$ cat src/rtl/core/tdpl_pkg.sv
// Package with shared types and constants for the tile darkness block.
package tdpl_pkg;
   localparam int unsigned CSR_IDX_W   = 1;
   localparam int unsigned CSR_DATA_W  = 8;
   localparam logic [CSR_IDX_W-1:0] CSR_AMBIENT = CSR_IDX_W'(0);
   localparam logic [CSR_IDX_W-1:0] CSR_IGNORE  = CSR_IDX_W'(1);

   localparam int unsigned DIV_W = 48;

   typedef struct packed {
      logic        start;
      logic        is_sqrt;
      logic [63:0] num;
      logic [23:0] den;
   } div_cmd_type;

   typedef struct packed {
      logic        done;
      logic [47:0] quot;
   } div_rsp_type;
endpackage

$ cat src/rtl/core/tdpl_serial_unit.sv
// Shared bit-serial unit: restoring division or square root, one result bit per cycle.
module tdpl_serial_unit (
   input  logic                  clock,
   input  logic                  reset,
   input  tdpl_pkg::div_cmd_type cmd,
   output tdpl_pkg::div_rsp_type rsp
);
   import tdpl_pkg::*;

   logic [63:0] num_ff, num_in;
   logic [49:0] rem_ff, rem_in;
   logic [47:0] quo_ff, quo_in;
   logic [23:0] den_ff, den_in;
   logic [5:0]  cnt_ff, cnt_in;
   logic        busy_ff, busy_in;
   logic        sq_ff, sq_in;
   logic        done_ff, done_in;
   logic [49:0] trial;
   logic [49:0] sub;
   logic        fits;

   always_comb begin
      num_in  = num_ff;
      rem_in  = rem_ff;
      quo_in  = quo_ff;
      den_in  = den_ff;
      cnt_in  = cnt_ff;
      busy_in = busy_ff;
      sq_in   = sq_ff;
      done_in = 1'b0;
      if (sq_ff) begin
         trial = {rem_ff[47:0], num_ff[63:62]};
         sub   = {quo_ff[47:0], 2'b01};
         num_in = {num_ff[61:0], 2'b00};
      end else begin
         trial = {rem_ff[48:0], num_ff[63]};
         sub   = {26'd0, den_ff};
         num_in = {num_ff[62:0], 1'b0};
      end
      fits = trial >= sub;
      if (cmd.start) begin
         num_in  = cmd.is_sqrt ? cmd.num : {cmd.num[47:0], 16'd0};
         den_in  = cmd.den;
         rem_in  = '0;
         quo_in  = '0;
         cnt_in  = cmd.is_sqrt ? 6'd32 : 6'd48;
         sq_in   = cmd.is_sqrt;
         busy_in = 1'b1;
      end else if (busy_ff) begin
         rem_in = fits ? trial - sub : trial;
         quo_in = {quo_ff[46:0], fits};
         cnt_in = cnt_ff - 6'd1;
         if (cnt_ff == 6'd1) begin
            busy_in = 1'b0;
            done_in = 1'b1;
         end
      end else begin
         num_in = num_ff;
      end
   end

   always_ff @(posedge clock) begin
      num_ff <= num_in;
      rem_ff <= rem_in;
      quo_ff <= quo_in;
      den_ff <= den_in;
      cnt_ff <= cnt_in;
      sq_ff  <= sq_in;
      if (reset) begin
         busy_ff <= 1'b0;
         done_ff <= 1'b0;
      end else begin
         busy_ff <= busy_in;
         done_ff <= done_in;
      end
   end

   assign rsp.done = done_ff;
   assign rsp.quot = quo_ff;

   a_done_after_busy: assert property (@(posedge clock) disable iff (reset)
      done_ff |-> $past(busy_ff)) else $error("done without busy");
   a_no_start_busy: assert property (@(posedge clock) disable iff (reset)
      busy_ff && !done_in |=> busy_ff || done_ff) else $error("busy dropped");
   a_done_pulse: assert property (@(posedge clock) disable iff (reset)
      done_ff |=> !done_ff) else $error("done held");
endmodule

$ cat src/rtl/core/tile_darkness_from_point_lights.sv
// Top level: per-tile darkness alpha from a run of point-light beats.
//  channel | dir | payload
//  req     | in  | tile, light and run marks
//  rsp     | out | alpha on the last beat of a tile
//  csr     | in  | ambient_max_alpha, ignore_lights
// A full light beat runs a 32-step square root and three 48-step divisions, one after
// another in the shared serial unit, before the next beat is accepted. Beats without an
// overlapping light skip the serial unit; a light that stops early skips the later steps.
// Reset is synchronous and clears the control and tile state, not the datapath registers.
// A pending result holds only a finished last beat in its final state until rsp is taken.
module tile_darkness_from_point_lights #(
   parameter int TILE_PIXELS = 32
) (
   input  logic         clock,
   input  logic         reset,
   input  logic         req_tvalid,
   output logic         req_tready,
   input  logic [111:0] req_tdata,  // tile_x, tile_y, tile_max_alpha, light_x, light_y,
                                    // light_distance, light_strength, light_present, pad
   input  logic         req_tuser,  // first_of_tile
   input  logic         req_tlast,
   output logic         rsp_tvalid,
   input  logic         rsp_tready,
   output logic [7:0]   rsp_tdata,  // alpha
   input  logic         csr_wr_en,
   input  logic [tdpl_pkg::CSR_IDX_W-1:0]  csr_index,
   input  logic [tdpl_pkg::CSR_DATA_W-1:0] csr_data
);
   import tdpl_pkg::*;

   localparam logic [2:0] ST_IDLE = 3'd0;
   localparam logic [2:0] ST_CHK  = 3'd1;
   localparam logic [2:0] ST_SQRT = 3'd2;
   localparam logic [2:0] ST_DIV1 = 3'd3;
   localparam logic [2:0] ST_DIV2 = 3'd4;
   localparam logic [2:0] ST_DONE = 3'd5;
   localparam logic [2:0] ST_FRAC = 3'd6;
   localparam int QUART = TILE_PIXELS / 4;

   logic [2:0]  st_ff, st_in;
   logic [7:0]  amb_ff;
   logic        ign_ff;
   logic [7:0]  min_ff, min_in;
   logic [7:0]  lim_ff, lim_in;
   logic signed [15:0] tx_ff, tx_in, ty_ff, ty_in;
   logic signed [15:0] lx_ff, ly_ff;
   logic [15:0] dist_ff, str_ff;
   logic        last_ff, pres_ff;
   logic [31:0] d_ff;
   logic [47:0] amt_ff;
   logic [7:0]  out_ff;
   logic        ov_ff;
   div_cmd_type cmd;
   div_rsp_type rsp;
   logic        acc;
   logic        out_free;
   logic [7:0]  tmax, base_lim, v;
   logic        v_ok;
   logic signed [24:0] holdv, half, span, bx, by;
   logic signed [20:0] hx;
   logic signed [24:0] dx, dy;
   logic [33:0] sq;
   logic [23:0] frac, denom;

   tdpl_serial_unit u_su (.clock(clock), .reset(reset), .cmd(cmd), .rsp(rsp));

   assign acc = req_tvalid && req_tready;
   assign out_free = !ov_ff || rsp_tready;
   assign req_tready = (st_ff == ST_IDLE);
   assign rsp_tvalid = ov_ff;
   assign rsp_tdata  = out_ff;
   assign tmax = req_tdata[39:32];
   assign base_lim = (amb_ff < tmax) ? amb_ff : tmax;

   always_comb begin
      hx    = {5'd0, dist_ff} * 21'sd10;
      holdv = {4'd0, hx[20:8] | 13'd1} + 25'sd1;
      half  = 25'((holdv >>> 1) * TILE_PIXELS);
      span  = 25'(holdv * TILE_PIXELS);
      bx    = 25'(lx_ff) - half;
      by    = 25'(ly_ff) - half;
      dx    = 25'(tx_ff) + 25'(QUART) - 25'(lx_ff);
      dy    = 25'(ty_ff) + 25'(QUART) - 25'(ly_ff);
      if (dx < 0) dx = -dx;
      if (dy < 0) dy = -dy;
      sq    = {17'd0, dx[16:0]} * {17'd0, dx[16:0]} + {17'd0, dy[16:0]} * {17'd0, dy[16:0]};
      frac  = rsp.quot[23:0];
      denom = (frac > {8'd0, str_ff}) ? 24'd0 : {8'd0, str_ff} - frac;
   end

   always_comb begin
      st_in  = st_ff;
      min_in = min_ff;
      lim_in = lim_ff;
      tx_in  = tx_ff;
      ty_in  = ty_ff;
      cmd    = '0;
      v      = lim_ff;
      v_ok   = 1'b0;
      unique case (st_ff)
         ST_IDLE: if (acc) begin
            if (req_tuser) begin
               tx_in  = req_tdata[15:0];
               ty_in  = req_tdata[31:16];
               lim_in = base_lim;
               min_in = base_lim;
            end
            st_in = ST_CHK;
         end
         ST_CHK: begin
            if (!pres_ff || ign_ff) st_in = ST_DONE;
            else if (!(25'(tx_ff) < bx + span && bx < 25'(tx_ff) + TILE_PIXELS) ||
                     !(25'(ty_ff) < by + span && by < 25'(ty_ff) + TILE_PIXELS)) begin
               st_in = ST_DONE;
            end else begin
               cmd.start = 1'b1;
               cmd.is_sqrt = 1'b1;
               cmd.num = {14'd0, sq, 16'd0};
               st_in = ST_SQRT;
            end
         end
         ST_SQRT: if (rsp.done) begin
            if (str_ff == 16'd0) begin
               v_ok = 1'b1;
               st_in = ST_DONE;
            end else begin
               cmd.start = 1'b1;
               cmd.num = {24'd0, rsp.quot[31:0], 8'd0};
               cmd.den = {8'd0, str_ff};
               st_in = ST_DIV1;
            end
         end
         ST_DIV1: if (rsp.done) begin
            if (rsp.quot >= {32'd0, lim_ff, 8'd0}) begin
               v_ok = 1'b1;
               st_in = ST_DONE;
            end else begin
               cmd.start = 1'b1;
               cmd.num = {32'd0, d_ff};
               cmd.den = 24'd250;
               st_in = ST_FRAC;
            end
         end
         ST_FRAC: if (rsp.done) begin
            if (denom == 24'd0) begin
               v_ok = 1'b1;
               st_in = ST_DONE;
            end else begin
               cmd.start = 1'b1;
               cmd.num = {8'd0, amt_ff, 8'd0};
               cmd.den = denom;
               st_in = ST_DIV2;
            end
         end
         ST_DIV2: if (rsp.done) begin
            v = (rsp.quot > {32'd0, lim_ff, 8'd0}) ? lim_ff : rsp.quot[15:8];
            v_ok = 1'b1;
            st_in = ST_DONE;
         end
         ST_DONE: if (!last_ff || out_free) st_in = ST_IDLE;
         default: st_in = ST_IDLE;
      endcase
      if (v_ok && v < min_ff) min_in = v;
   end

   always_ff @(posedge clock) begin
      if (acc) begin
         lx_ff   <= req_tdata[55:40];
         ly_ff   <= req_tdata[71:56];
         dist_ff <= req_tdata[87:72];
         str_ff  <= req_tdata[103:88];
         pres_ff <= req_tdata[104];
         last_ff <= req_tlast;
      end
      if (st_ff == ST_SQRT && rsp.done) d_ff <= rsp.quot[31:0];
      if (st_ff == ST_DIV1 && rsp.done) amt_ff <= rsp.quot;
      if (st_ff == ST_DONE && last_ff && out_free) out_ff <= min_ff;
      if (reset) begin
         st_ff  <= ST_IDLE;
         amb_ff <= 8'd255;
         ign_ff <= 1'b0;
         min_ff <= '0;
         lim_ff <= '0;
         tx_ff  <= '0;
         ty_ff  <= '0;
         ov_ff  <= 1'b0;
      end else begin
         st_ff  <= st_in;
         min_ff <= min_in;
         lim_ff <= lim_in;
         tx_ff  <= tx_in;
         ty_ff  <= ty_in;
         if (csr_wr_en && csr_index == CSR_IDX_W'(CSR_AMBIENT)) amb_ff <= csr_data;
         if (csr_wr_en && csr_index == CSR_IDX_W'(CSR_IGNORE)) ign_ff <= csr_data[0];
         if (st_ff == ST_DONE && last_ff && out_free) ov_ff <= 1'b1;
         else if (rsp_tready) ov_ff <= 1'b0;
      end
   end

   a_min_le_lim: assert property (@(posedge clock) disable iff (reset)
      st_ff == ST_DONE |-> min_ff <= lim_ff) else $error("minimum above limit");
   a_no_acc_busy: assert property (@(posedge clock) disable iff (reset)
      st_ff != ST_IDLE |-> !req_tready) else $error("ready while busy");
   a_rsp_hold: assert property (@(posedge clock) disable iff (reset)
      rsp_tvalid && !rsp_tready |=> rsp_tvalid && $stable(rsp_tdata))
      else $error("result dropped");
endmodule
$ cat config.mk
export PLATFORM = sky130hd
export DESIGN_NAME = tile_darkness_from_point_lights
export DESIGN_NICKNAME = d
export VERILOG_FILES = /design/src/rtl/core/tdpl_pkg.sv /design/src/rtl/core/tdpl_serial_unit.sv /design/src/rtl/core/tile_darkness_from_point_lights.sv
export SDC_FILE = /design/constraint.sdc
export NUM_CORES = 2
export LEC_CHECK = 0
export BUFFER_PORTS_ARGS = -buffer_cell sky130_fd_sc_hd__buf_2
export CAP_MARGIN = 40
export CELL_PAD_IN_SITES_DETAIL_PLACEMENT = 0
export CELL_PAD_IN_SITES_GLOBAL_PLACEMENT = 1
export CORE_ASPECT_RATIO = 0.75
export CORE_MARGIN = 1
export CORE_UTILIZATION = 45
export CTS_CLUSTER_SIZE = 40
export DETAILED_ROUTE_END_ITERATION = 10
export PLACE_DENSITY_LB_ADDON = 0.1
export SLEW_MARGIN = 20
export SYNTH_ARGS = -nofsm -noshare
export SYNTH_HDL_FRONTEND = slang
export SYNTH_SLANG_ARGS = --single-unit
$ cat constraint.sdc
create_clock -name clock -period 14.47 [get_ports clock]
set_input_delay 2.1705 -clock clock [delete_from_list [all_inputs] [get_ports clock]]
set_output_delay 2.1705 -clock clock [all_outputs]
set_load 0.03 [all_outputs]
==> flow_summary.toml <==
[critical_path]
worst_path_max_delay_cell = "a32oi_1"
cp_max_fo = 11
crit_type = "register to register"
critPathTopFamily = "adder cells"
r2r_cells = 42
crit_start = "lx_ff[1]"
cp_common_cell = "fa_1"
rrSetupSlack_ns = 1.73
path_buf_inv = 9
slowest_delay_ns = 0.77
end_kind = "register"
r2r-start = "lx_ff[1]"
rr_endpoint = "u_su.num_ff[49]"
worst_ep_arrival_time_ns = 13.08
start_kind = "register"
cp.required_ns = 14.81

[floorplanning]
io_pins = 138
start_util_pct = 45.5
die_x_um = 368
die_h_um = 276
rows = 100
core_area_mm2 = 0.0992
dieArea_mm2 = 0.102

[synthesis]
synth_area_leaders = "fa_1 (21%), edfxtp_1 (16%), ha_1 (14%)"
synth.avg_cell_area_um2 = 9.32
post-synth-top-count-cell = "inv_1"
synth_top_area_share_pct = 20.5
ys_top_cells_by_count = "inv_1 (824), ha_1 (494), fa_1 (462), nor2_1 (452), nand2_1 (386)"
ys_seq_area_share_pct = 23.1
synth_xor_area_share_pct = 4.45
syn_inst = 4842
async_flop_share_pct = 0
yosysTopAreaCell = "fa_1"
synth_edf_count = 241
ys_types = 102
synth_top_family_by_area = "adder cells"
ys.warnings.count = 0
ys_ff_latch = 401
synthSimpleGateAreaFrac_pct = 11.9
muxShareOfSynthArea_pct = 4.96
ys.flop_type = "edfxtp_1"
synth_fa_ha_area_share_pct = 34.2
synth_compound_area_share_pct = 12.9
netlist_area_mm2 = 0.0451

[grt]
overflow = 0
grt_pass1_vias = 33100
grt_use_total_pct = 23.8
antenna_found_initial = 11
grt_max_degree = 128
grt_pass1_wl_um = 190000

[layout]
final_cells = 6318
drive_gt1_share_pct = 8.46
syn_to_final_growth_pct = 8.88
fillers = 9466
nets = 6034
utilization_pct = 49.5

[clock_tree]
cts_max_level = 2
cts_buffer_depth = 3
holdBufCountCts = 0
clock-sinks = 401
cts_tree = "built"
cts-root-buf = "clkbuf_16"
cts_setup_buffers = 0
clock_latency_ns = 0.63
cts_resized = 0
clkTransAtPathRegs_ns = 0.06
cts_buffers = 48

[route]
drc = 0
via_per_inst = 5.28
num_vias = 33300
drtIter0Drc = 2357
drtAntennaViolNets = 0
routed_wirelength_um = 119000
firstDrtPassIters = 5
wl_per_cell_um = 18.9

[timing]
hold_viol = 0
fmax_mhz = 78.5
slew_violations = 0
rsz0062_at_grt = "no"
worst_slew_pin_slew_ns = 0.976
setup_viol = 0
finClkSkew_ns = 0.0494
period_minus_slack_ns = 12.74
post-route-period-util_pct = 88.0
slew_headroom_pct = 35.0
fin_setup_tns_ns = 0

[hold_path]
holdPathEnd = "ty_ff[3]"
min_from = "ty_ff[3]"
hp-class = "register to register"
hold_depth = 2

[place]
dp_cells = 6223
dp_hpwl_um = 95900
globalplace.congestion = 0.874
portBuffers = 130

[run_status]
status = "completed"

[run]
maxCapViolCount = 0
==> cell families (layout without fill, tap and decap cells) <==
kind of cell,count (synthesis),in the layout
AOI/OAI and AO/OA,855,855
xor gates and xnor gates,224,224
adders and majority gates,956,956
buffers and inverters,988,1127
DFF,401,401
muxes,217,217
other,2,13
and+or+nand+nor,1199,1199
==> registers in the layout, summed over array words and instances, names as in the netlist, 3 cells and up <==
signal and flops:
tx_ff 16, rsp_tdata 8, ly_ff 16, ty_ff 16
u_su.rem_ff 49, min_ff 8, amb_ff 8, amt_ff 40
d_ff 32, str_ff 16, u_su.den_ff 24, u_su.quo_ff 48
lx_ff 16, dist_ff 16, st_ff 3, u_su.num_ff 64
u_su.cnt_ff 6, lim_ff 8
==> metal layers <==
layer,global-route usage (%),wire length [µm]
met1,37.4,61500
met2,34.1,48600
met3,4.02,7150
met4,4.08,1880
met5,0,94
==> worst register-to-register path, delay by kind of cell (launching register included) <==
| family | cells | cell delay (ns) |
|---|---|---|
| buffers and inverters | 9 | 1.43 |
| DFF | 1 | 0.42 |
| xor gates and xnor gates | 2 | 0.35 |
| AOI/OAI and AO/OA | 12 | 3.49 |
| adders and majority gates | 12 | 5.26 |
| and+or+nand+nor | 7 | 1.48 |
==> per-stage QoR <==
| step | instance area, µm² | setup WS [ns] | hold WS (ns) |
|---|---|---|---|
| after floorplan | 45100 | 3.70 | 0.424 |
| final | 49100 | 1.73 | 0.458 |
| after global placement | 47300 | 1.97 | 0.447 |
| after global routing | 49100 | 0.947 | 0.488 |
| after CTS | 49100 | 1.80 | 0.461 |
| after detailed placement | 47400 | 1.86 | 0.442 |
==> worst max-delay path by stage <==
| stage | endpoint | slack, ns | cells after the start |
|---|---|---|---|
| after CTS | u_su.num_ff[49] | 1.80 | 43 |
| after global placement | u_su.num_ff[49] | 1.97 | 43 |
| after floorplan | u_su.num_ff[49] | 3.70 | 41 |
| after global routing | u_su.num_ff[49] | 0.95 | 43 |
| after detailed placement | u_su.num_ff[49] | 1.86 | 43 |
| final | u_su.num_ff[49] | 1.73 | 42 |
==> layout make-up <==
type	instances	area [µm²]	share of cell area, %
diodes	2	5.00	0.0102
clock buffers	69	1390	2.83
clock inverters	21	253	0.515
inverters	838	3150	6.41
multi-input cells	3462	30900	63.0
flip-flops and latches	401	10400	21.3
well taps	1326	1660	3.38
repair buffers	199	1270	2.59
==> placed cells by master, fill, tap and decap left out, types with 28 or more instances in the layout <==
master       n
inv_1      824
fa_1       462
a21o_1      79
dfxtp_1    159
a211oi_2    33
ha_1       494
o21ai_0    162
edfxtp_1   241
o21bai_1    28
nor2b_1     52
clkbuf_16   49
xor2_1      83
a21oi_1    256
o21a_1      32
nor2_1     451
buf_2      133
xnor2_1    134
nor3_1      56
nand2b_1    44
mux2_2      51
mux2i_1    166
nand2_1    385
buf_4       58
nand3_1     51
Power is left out: the tool's default activity adds up to more than one toggle a clock period on the data nets, which glitch-free logic cannot reach.
